<file path="config.mk">
export PLATFORM = sky130hd
export DESIGN_NAME = hers_ctrl
export DESIGN_NICKNAME = d
export VERILOG_FILES = /design/src/rtl/hers_pkg.sv /design/src/rtl/hers_ctrl.sv
export VERILOG_INCLUDE_DIRS = /design/src /design/src/rtl
export SDC_FILE = /design/constraint.sdc
export NUM_CORES = 1
export LEC_CHECK = 0
export ABC_AREA = 0
export BUFFER_PORTS_ARGS = -buffer_cell sky130_fd_sc_hd__buf_2
export CORE_ASPECT_RATIO = 1.1
export CORE_UTILIZATION = 50
export CTS_BUF_LIST = sky130_fd_sc_hd__clkbuf_8
export CTS_CLUSTER_SIZE = 25
export DETAILED_ROUTE_END_ITERATION = 8
export PLACE_DENSITY = 0.81
export RECOVER_POWER = 50
export SKIP_CTS_REPAIR_TIMING = 1
export SLEW_MARGIN = 10
export SYNTH_ARGS = -nofsm -noshare
export SYNTH_HDL_FRONTEND = slang
export SYNTH_SLANG_ARGS = --single-unit
</file>
<file path="constraint.sdc">
create_clock -name clk -period 2.55 [get_ports clk]
set_clock_uncertainty 0.15 [all_clocks]
set_input_delay 0.1275 -clock clk [delete_from_list [all_inputs] [get_ports clk]]
set_output_delay 0.1275 -clock clk [all_outputs]
set_load 0.05 [all_outputs]
</file>
<file path="src/rtl/history_excluding_random_selector_top_defines.svh">
// ----------------------------------------------------------------------------
// History-excluding random selector: assertion macros
// Concurrent assertion wrappers, compiled out when ASSERT_OFF is defined.
// ----------------------------------------------------------------------------
`ifndef HISTORY_EXCLUDING_RANDOM_SELECTOR_TOP_DEFINES_SVH
`define HISTORY_EXCLUDING_RANDOM_SELECTOR_TOP_DEFINES_SVH
`ifndef ASSERT_OFF
`define HERS_ASSERT(lbl, clk_i, rstn_i, prop) \
	lbl: assert property (@(posedge clk_i) disable iff (!rstn_i) prop) \
		else $error("hers assertion failed");
`define HERS_ASSERT_NEXT(lbl, clk_i, rstn_i, ante, cons) \
	lbl: assert property (@(posedge clk_i) disable iff (!rstn_i) (ante) |=> (cons)) \
		else $error("hers assertion failed");
`else
`define HERS_ASSERT(lbl, clk_i, rstn_i, prop)
`define HERS_ASSERT_NEXT(lbl, clk_i, rstn_i, ante, cons)
`endif
`endif

</file>
<file path="src/rtl/hers_pkg.sv">
// ----------------------------------------------------------------------------
// hers_pkg
// Shared codes and controller/datapath command and status types.
// ----------------------------------------------------------------------------
package hers_pkg;

	typedef enum logic [1:0] {
		FN_NEXT   = 2'd0,
		FN_PREV   = 2'd1,
		FN_SET    = 2'd2,
		FN_WEIGHT = 2'd3
	} func_t;

	localparam logic [1:0] MODE_SEQ      = 2'd0;
	localparam logic [1:0] MODE_SHUFFLE  = 2'd1;
	localparam logic [1:0] MODE_WEIGHTED = 2'd2;

	localparam logic [1:0] REG_MODE   = 2'd0;
	localparam logic [1:0] REG_LOCK   = 2'd1;
	localparam logic [1:0] REG_COUNT  = 2'd2;
	localparam logic [1:0] REG_WINDOW = 2'd3;

	typedef enum logic [2:0] {
		SRC_KEEP      = 3'd0,
		SRC_SET       = 3'd1,
		SRC_STEP_NEXT = 3'd2,
		SRC_STEP_PREV = 3'd3,
		SRC_PICK      = 3'd4,
		SRC_POP       = 3'd5
	} src_t;

	typedef struct packed {
		logic load;
		logic wr_weight;
		logic commit;
		src_t src;
		logic push;
		logic pop_rd;
		logic mod_init;
		logic mod_step;
		logic scan_init;
		logic scan_run;
		logic pass_init;
		logic pass1_run;
		logic draw;
		logic pass2_run;
	} hers_cmd_t;

	typedef struct packed {
		func_t      func;
		logic [1:0] mode;
		logic       locked;
		logic       n_zero;
		logic       fill_gt1;
		logic       mod_last;
		logic       scan_done;
		logic       pass_done;
		logic       sel_empty;
		logic       found;
	} hers_sts_t;

endpackage

</file>
<file path="src/rtl/hers_ctrl.sv">
// ----------------------------------------------------------------------------
// hers_ctrl
// Command sequencer: decodes a command and steps the datapath through the
// remainder, pop, history scan, candidate passes, draw, weight write, commit.
// ----------------------------------------------------------------------------
`include "history_excluding_random_selector_top_defines.svh"

module hers_ctrl (
	input  logic                clk,
	input  logic                arst_n,
	input  logic                start,
	output logic                busy,
	output logic                done,
	output hers_pkg::hers_cmd_t cmd,
	input  hers_pkg::hers_sts_t sts
);
	import hers_pkg::*;

	typedef enum logic [9:0] {
		S_IDLE  = 10'b0000000001,
		S_DISP  = 10'b0000000010,
		S_MOD   = 10'b0000000100,
		S_STEP  = 10'b0000001000,
		S_POP   = 10'b0000010000,
		S_SCAN  = 10'b0000100000,
		S_PASS1 = 10'b0001000000,
		S_DRAW  = 10'b0010000000,
		S_PASS2 = 10'b0100000000,
		S_DONE  = 10'b1000000000
	} state_t;

	state_t state_q, state_d;

	always_ff @(posedge clk or negedge arst_n) begin
		if (!arst_n) begin
			state_q <= S_IDLE;
		end else begin
			state_q <= state_d;
		end
	end

	assign busy = (state_q != S_IDLE);
	assign done = (state_q == S_DONE);

	always_comb begin
		state_d = state_q;
		cmd     = '0;
		cmd.src = SRC_KEEP;
		case (state_q)
			S_IDLE: begin
				if (start) begin
					cmd.load = 1'b1;
					state_d  = S_DISP;
				end
			end
			S_DISP: begin
				state_d = S_DONE;
				case (sts.func)
					FN_WEIGHT: begin
						cmd.wr_weight = 1'b1;
					end
					FN_SET: begin
						if (!sts.n_zero) begin
							cmd.commit = 1'b1;
							cmd.src    = SRC_SET;
							cmd.push   = 1'b1;
						end
					end
					FN_NEXT: begin
						if (!sts.locked && !sts.n_zero) begin
							if (sts.mode == MODE_SEQ) begin
								cmd.mod_init = 1'b1;
								state_d      = S_MOD;
							end else if (sts.mode == MODE_SHUFFLE ||
								sts.mode == MODE_WEIGHTED) begin
								cmd.scan_init = 1'b1;
								state_d       = S_SCAN;
							end else begin
								cmd.commit = 1'b1;
								cmd.push   = 1'b1;
							end
						end
					end
					FN_PREV: begin
						if (!sts.locked && !sts.n_zero) begin
							if (sts.fill_gt1) begin
								cmd.pop_rd = 1'b1;
								state_d    = S_POP;
							end else begin
								cmd.mod_init = 1'b1;
								state_d      = S_MOD;
							end
						end
					end
					default: state_d = S_DONE;
				endcase
			end
			S_MOD: begin
				cmd.mod_step = 1'b1;
				if (sts.mod_last) begin
					state_d = S_STEP;
				end
			end
			S_STEP: begin
				cmd.commit = 1'b1;
				cmd.push   = 1'b1;
				cmd.src    = (sts.func == FN_PREV) ? SRC_STEP_PREV : SRC_STEP_NEXT;
				state_d    = S_DONE;
			end
			S_POP: begin
				cmd.commit = 1'b1;
				cmd.src    = SRC_POP;
				state_d    = S_DONE;
			end
			S_SCAN: begin
				cmd.scan_run = 1'b1;
				if (sts.scan_done) begin
					cmd.pass_init = 1'b1;
					state_d       = S_PASS1;
				end
			end
			S_PASS1: begin
				cmd.pass1_run = 1'b1;
				if (sts.pass_done) begin
					state_d = S_DRAW;
				end
			end
			S_DRAW: begin
				cmd.draw = 1'b1;
				if (sts.sel_empty) begin
					cmd.commit = 1'b1;
					cmd.push   = 1'b1;
					state_d    = S_DONE;
				end else begin
					cmd.pass_init = 1'b1;
					state_d       = S_PASS2;
				end
			end
			S_PASS2: begin
				cmd.pass2_run = 1'b1;
				if (sts.found || sts.pass_done) begin
					cmd.pass2_run = 1'b0;
					cmd.commit    = 1'b1;
					cmd.src       = SRC_PICK;
					cmd.push      = 1'b1;
					state_d       = S_DONE;
				end
			end
			S_DONE: begin
				state_d = S_IDLE;
			end
			default: state_d = S_IDLE;
		endcase
	end

	`HERS_ASSERT(a_state_onehot, clk, arst_n, $onehot(state_q))
	`HERS_ASSERT_NEXT(a_start_dispatch, clk, arst_n, start && !busy, state_q == S_DISP)
	`HERS_ASSERT_NEXT(a_done_idle, clk, arst_n, done, !busy && !done)
	`HERS_ASSERT(a_commit_single, clk, arst_n, $onehot0({cmd.commit, cmd.pop_rd, cmd.wr_weight}))

endmodule

</file>
[Word-level counts from Yosys, hierarchy flattened]
Index checks and enable logic that the tools add are counted.
Word-level totals
  register bits after elaboration: 10
  input bits: 15
Cells by class
  eq/ne operators: 21
  mux-type cells: 52
  reductions and logical operators: 9
Operators by type and width (number)
  $mux W10: 10
  $pmux W10 S8: 1
  $mux W1: 27
  $pmux W10 S2: 1
  $mux W5: 3
  $pmux W3 S4: 1
  $eq A10 B1 Y1 const B: 1
  $eq A10 B10 Y1 const B: 1
  $eq A10 B2 Y1 const B: 1
  $eq A10 B3 Y1 const B: 1
  $eq A10 B4 Y1 const B: 1
  $eq A10 B5 Y1 const B: 1
  $eq A10 B6 Y1 const B: 1
  $eq A10 B7 Y1 const B: 1
  $eq A10 B8 Y1 const B: 1
  $eq A10 B9 Y1 const B: 1
  $ne A10 B1 Y1 const B: 1
  $ne A2 B2 Y1 const B: 5
  $pmux W1 S2: 4
  $pmux W1 S4: 2
  $eq A2 B2 Y1 const B: 3
  $reduce_and A5 Y1: 1
  $eq A2 B1 Y1 const B: 2
  $logic_not A2 Y1: 2
  6 further kinds: 9

[Logic depth before layout (Yosys ltp)]
Gate-level depths: netlist of run 1.
  depth in word-level cells: 7
  gate-level depth with buffers: 6

[Worst setup path after synthesis of run 1]
No wires, ideal clock.
  kind: register to output
  start: reg state_q[1]
  end: out cmd[3] (netlist name)
  arrival: 3229 ps
  path slack: -957 ps
  stages on the path, launching flop included: 5
  path buffers: 0
  cell sequence: dfrtp_1 -> or4_4 -> nor4_1 -> nand2_1 -> nand2_1
RTL lines
  from (decl): RTL line hers_ctrl.sv:32  | state_t state_q, state_d;
  from (signal assigned): RTL line hers_ctrl.sv:38  | state_q <= state_d;
  to (decl): RTL line hers_ctrl.sv:14  | output hers_pkg::hers_cmd_t cmd,

==> flow_summary.ini, run 1 <==
[run_status]
status = finished, violations left
violations = negative hold slack

[routing]
viasPerCell = 6.02
routed.top_layer = met4
first_iter_violations = 23
vias = 981
drt_pass1_iterations = 4
route.detailed.drc = 0
wl_per_cell_um = 15.2
route.met3.wl_um = 99
wl_met2_mm = 1.31
finalWirelength_mm = 2.48
m1WireLength_mm = 1.02
final_antenna_net_count = 0

[yosys]
synth-edff-count = 0
synth_nets = 128
synth_area_leaders = dfrtp_1 (25%), nand2b_1 (4.2%), nor4_1 (4.2%)
synth_cell_types = 44
yosysWarnings = 0
syn_area_per_cell_um2 = 8.00
syn-instance-count = 111
synth-async-reset-ratio_pct = 100
yosys.area.top_type = dfrtp_1
ys_ff_latch = 10
yosysTopAreaCellShare_pct = 25.4
synth_area_um2 = 888
synthFlopType = dfrtp_1
ys_seq_area_share_pct = 28.3

[clock_network]
cts-root-buf = clkbuf_8
cts_tree = done
numCtsBuffers = 3
cts_num_sinks = 10
cts_buffer_depth = 2
clock_latency_ps = 250
htreeDepth = 1
clk_pin_slew_ps = 50

[layout]
syn_to_final_growth_pct = 36.6
drive_gt1_share_pct = 36.3
layout_common_cells = buf_2 (26), inv_1 (9), dfrtp_1 (9), nor2_1 (8), o21ai_0 (7)
final_common_cell = buf_2
top_regs = state_q: 10 flops
regMostFlops = state_q
largest_reg_flops = 10
nets = 164
antenna_cells = 0
design_area_um2 = 1210

[timing]
rsz0062_at_grt = true
post-route-min-period_ps = 2520
hold_viol = 1
hold_slack_ps = -23.2
slew_viol_final = 0
post-route-period-util_pct = 99.0
worst_pin_slew_ps = 604
fmax_mhz = 396
finalSetupTns_ps = 0
setup_viol = 0
setup_ws_ps = 26.6
relSlewSlack_pct = 59.7

[pwr]
p_total_uw = 776
ir_drop_mv = 0.698
power_per_cell_area_nw_per_um2 = 639
total_leakage_power_uw = 0.000636

[worst_setup_path]
cp.arrival_ps = 2250
end_kind = output port
critPathLaunchType = flip-flop
crit_required_ps = 2270
critPathMaxFanout = 10
crit_type = reg2out

[grt]
grt_max_degree = 11
grt_usage_pct = 26.7
grt_pass1_wl_mm = 3.84
overflow = 0
antenna_found_initial = 0
grt_pass1_vias = 890

[placed_design]
place_hpwl_mm = 1.83
place_congestion = 0.908
postPlaceCellArea_um2 = 1110
port_buffers = 32
place_ws_ps = 271

[die]
pin_count = 33
fp.dieW_um = 42.2
coreArea_um2 = 1610
initial_core_util_pct = 55.0
die-area_um2 = 1950
rows = 15
die_y_um = 46.2

[run]
drv_cap = 0

[hold_path]
hold_path_class = in2reg
==> critical path, stage by stage (launching register included) <==
cell,delay [ps]
dfrtp_1,470
or4_1,610
or3_1,450
nor4_4,250
buf_6,210
==> Yosys cell counts, types with 3 or more instances <==
| cell | instances |
|---|---|
| or2_1 | 3 |
| or3_1 | 4 |
| and3_1 | 3 |
| inv_1 | 9 |
| nor3_1 | 6 |
| nand3_1 | 3 |
| nand2b_1 | 6 |
| nand2_1 | 5 |
| nor4_1 | 6 |
| o21ai_0 | 7 |
| dfrtp_1 | 9 |
| nor2_1 | 9 |
==> path summary, 6_finish.rpt <==
check / startpoint / end / slack, ps / depth (start not counted)
setup / recovery: state_q[7] / cmd[0] / 30 / 4
hold / removal: sts[0] / state_q[8] / -20 / 2
setup reg to reg: state_q[5] / state_q[9] / 280 / 4
hold reg to reg: state_q[3] / state_q[3] / 450 / 1
max in group asynchronous: arst_n / state_q[3] / 1610 / 2
min in group asynchronous: arst_n / state_q[7] / 250 / 2
==> metrics by stage <==
stage | utilization, % | instances
after floorplan | - | 111
after global placement | 68.8 | 157
after detailed placement | 68.8 | 157
after CTS | 72.2 | 161
after global routing | 75.2 | 163
final | 75.2 | 163
==> per-layer routing <==
layer | vias up | track usage [%]
li1 | 477 | -
met1 | 472 | 31.2
met2 | 27 | 47.4
met3 | 5 | 5.10
met4 | 0 | 13.8
met5 | - | 0
==> cell type report <==
class / count / area (um^2)
Clock buffer: 4 / 55.1
Inverter: 9 / 33.8
Multi-Input combinational cell: 88 / 649
Tap cell: 17 / 21.3
Timing Repair Buffer: 35 / 203
Sequential cell: 10 / 251
Fill cell: 128 / 400
==> logic make-up (layout without fill, tap and decap cells) <==
kind of cell,after synthesis,count (layout),share of synthesized area (%)
XOR/XNOR,3,3,2.96
flip-flops,10,10,28.3
multiplexers,1,1,1.13
AND/OR/NAND/NOR,61,61,43.4
AO/OA/AOI/OAI,21,21,15.6
buffers and inverters,13,48,5.77
adder cells (fa/ha/maj),2,2,2.82
==> report_power, final <==
part | switching (uW) | internal [uW]
combinational | 231 | 118
clock | 75.6 | 137
sequential | 31.2 | 183
No activity file was read; power rests on OpenSTA's default activity.
==> inputs of run 2 (changes only) <==
--- a/config.mk
+++ b/config.mk
@@ -8,14 +8,13 @@
 export LEC_CHECK = 0
 export ABC_AREA = 0
 export BUFFER_PORTS_ARGS = -buffer_cell sky130_fd_sc_hd__buf_2
-export CORE_ASPECT_RATIO = 1.1
 export CORE_UTILIZATION = 50
 export CTS_BUF_LIST = sky130_fd_sc_hd__clkbuf_8
 export CTS_CLUSTER_SIZE = 25
 export DETAILED_ROUTE_END_ITERATION = 8
+export GPL_ROUTABILITY_DRIVEN = 0
 export PLACE_DENSITY = 0.81
 export RECOVER_POWER = 50
-export SKIP_CTS_REPAIR_TIMING = 1
 export SLEW_MARGIN = 10
 export SYNTH_ARGS = -nofsm -noshare
 export SYNTH_HDL_FRONTEND = slang
==> run 2 against run 1 <==
  * The flow still finishes with violations (negative hold slack)
  * Count of clock-buffer cells in the layout stayed put
  * Hold slack better by 20 ps
  * Via count is 0.31% higher
  * Critical path depth is 1 higher
  * Wire length is 2.0% lower
  * First-iteration DRC count is 13% lower
  * Setup slack better by 45 ps
  * Utilization is 1.8 points higher
  * Cell count stayed put
  * Total power is 0.65% higher
  * Design area stayed put
  * Critical path type unchanged
  * Largest cell class unchanged
  * Highest routed layer unchanged
==> flow_summary.ini, run 2 (synthesis gave the netlist of run 1 again) <==
[worst_setup_path]
crit_path_cell_trace = or4_4 -> or2_1 -> or3_4 -> inv_1 -> clkbuf_4
crit_type = reg2out
critPathLaunchType = flip-flop
end_kind = output port
ff2ff_path_depth = 4
cp_slowest_cell = or4_4
critical-path-max-stage-delay_ps = 560
r2r_slack_ps = 300
critPathMaxFanout = 9
timing.rr.end = state_q[9]
startpoint = state_q[1]
crit_required_ps = 2270
r2r_start = state_q[5]
cp.arrival_ps = 2200

[timing]
hold_viol = 1
finalSetupTns_ps = 0
relSlewSlack_pct = 60.1
post-route-min-period_ps = 2480
hold_slack_ps = -3.70
rsz0062_at_grt = false
post-route-period-util_pct = 97.2
fmax_mhz = 403
slew_viol_final = 0
worst_pin_slew_ps = 598
setup_viol = 0

[routing]
wl_per_cell_um = 14.9
route.detailed.drc = 0
viasPerCell = 6.04
first_iter_violations = 20
vias = 984
final_antenna_net_count = 0
finalWirelength_mm = 2.43
drt_pass1_iterations = 6

[layout]
design_area_um2 = 1210
largest_reg_flops = 10
num-fill-cells = 123
final_util_pct = 77.0
multiInputGateArea_um2 = 646
antenna_cells = 0
layout_common_cells = buf_2 (28), inv_1 (9), dfrtp_1 (9), nor2_1 (8), o21ai_0 (7)
regMostFlops = state_q
drive_gt1_share_pct = 35.4
ff_latch_area_um2 = 251
top_regs = state_q: 10 flops
syn_to_final_growth_pct = 36.6
nets = 165
final_common_cell = buf_2

[clock_network]
htreeDepth = 1
cts-root-buf = clkbuf_8
cts_tree = done
clock_latency_ps = 240
clk_pin_slew_ps = 50
numCtsBuffers = 3
cts_buffer_depth = 2
cts_num_sinks = 10

[pwr]
ir_drop_mv = 0.510
total_leakage_power_uw = 0.000637
p_total_uw = 781
power_per_cell_area_nw_per_um2 = 644

[run_status]
violations = negative hold slack
status = finished, violations left

[die]
coreArea_um2 = 1580
initial_core_util_pct = 56.3
pin_count = 33
rows = 14
die_y_um = 44.2
die-area_um2 = 1950
fp.dieW_um = 44.2

[run]
drv_cap = 0

[placed_design]
place_hpwl_mm = 1.85
postPlaceCellArea_um2 = 1110
port_buffers = 32

[grt]
grt_usage_pct = 26.4
grt_max_degree = 11
antenna_found_initial = 0
grt_pass1_wl_mm = 3.78
overflow = 0
grt_pass1_vias = 879

[hold_path]
hold_end = state_q[6]
min_from = sts[3]
hold_depth = 3
hold_path_class = in2reg
## run 2: per-layer routing
metal  GRT usage (%)  vias up  part of all wire, %
met5               0        -                    0
li1                -      490                    -
met3            3.67        2                  3.2
met1            33.8      460                   44
met4            9.09        0                 0.82
met2            45.6       32                   52
## run 2: worst max path at each step
| stage | end | slack, ps | cells past startpoint |
|---|---|---|---|
| after floorplan | cmd[3] | -270 | 4 |
| final | cmd[2] | 70 | 5 |
| after global placement | cmd[15] | 300 | 5 |
| after CTS | cmd[0] | 10 | 4 |
| after detailed placement | cmd[15] | 260 | 5 |
| after global routing | cmd[2] | 8 | 5 |
## run 2: worst max-delay path: cells and delay by family (launching register included)
family	cells	cell delay (ps)
buf+inv	2	280
simple gates	3	1230
flops	1	460
## run 2: area by class of cell
| type | count | area share, % |
|---|---|---|
| clock buffers | 4 | 4.54 |
| inverters | 9 | 2.78 |
| multi-input cells | 88 | 53.2 |
| flip-flops and latches | 10 | 20.7 |
| well taps | 16 | 1.65 |
| repair buffers | 36 | 17.1 |
## run 2: where the power goes
part           total, uW  switching, uW  internal [uW]
registers            214           30.9            183
clock network        209           72.7            137
logic                358            236            122
total                781            340            441
## run 2: repair_timing
item / CTS / global route
setup endpoints to repair: 1 / 6
resized for setup: 1 / 6
buffers inserted: 0 / 0
hold buffers: 3 / 0
endpoints found under the hold margin: 12 / 0
## run 2: per-stage QoR
| step | setup WS, ps | hold slack (ps) | cells |
|---|---|---|---|
| after floorplan | -275 | -318 | 111 |
| after global placement | 296 | -150 | 156 |
| after detailed placement | 256 | -145 | 156 |
| after CTS | 11.2 | 3.55 | 163 |
| after global routing | 8.05 | 35.7 | 163 |
| final | 71.1 | -3.70 | 163 |
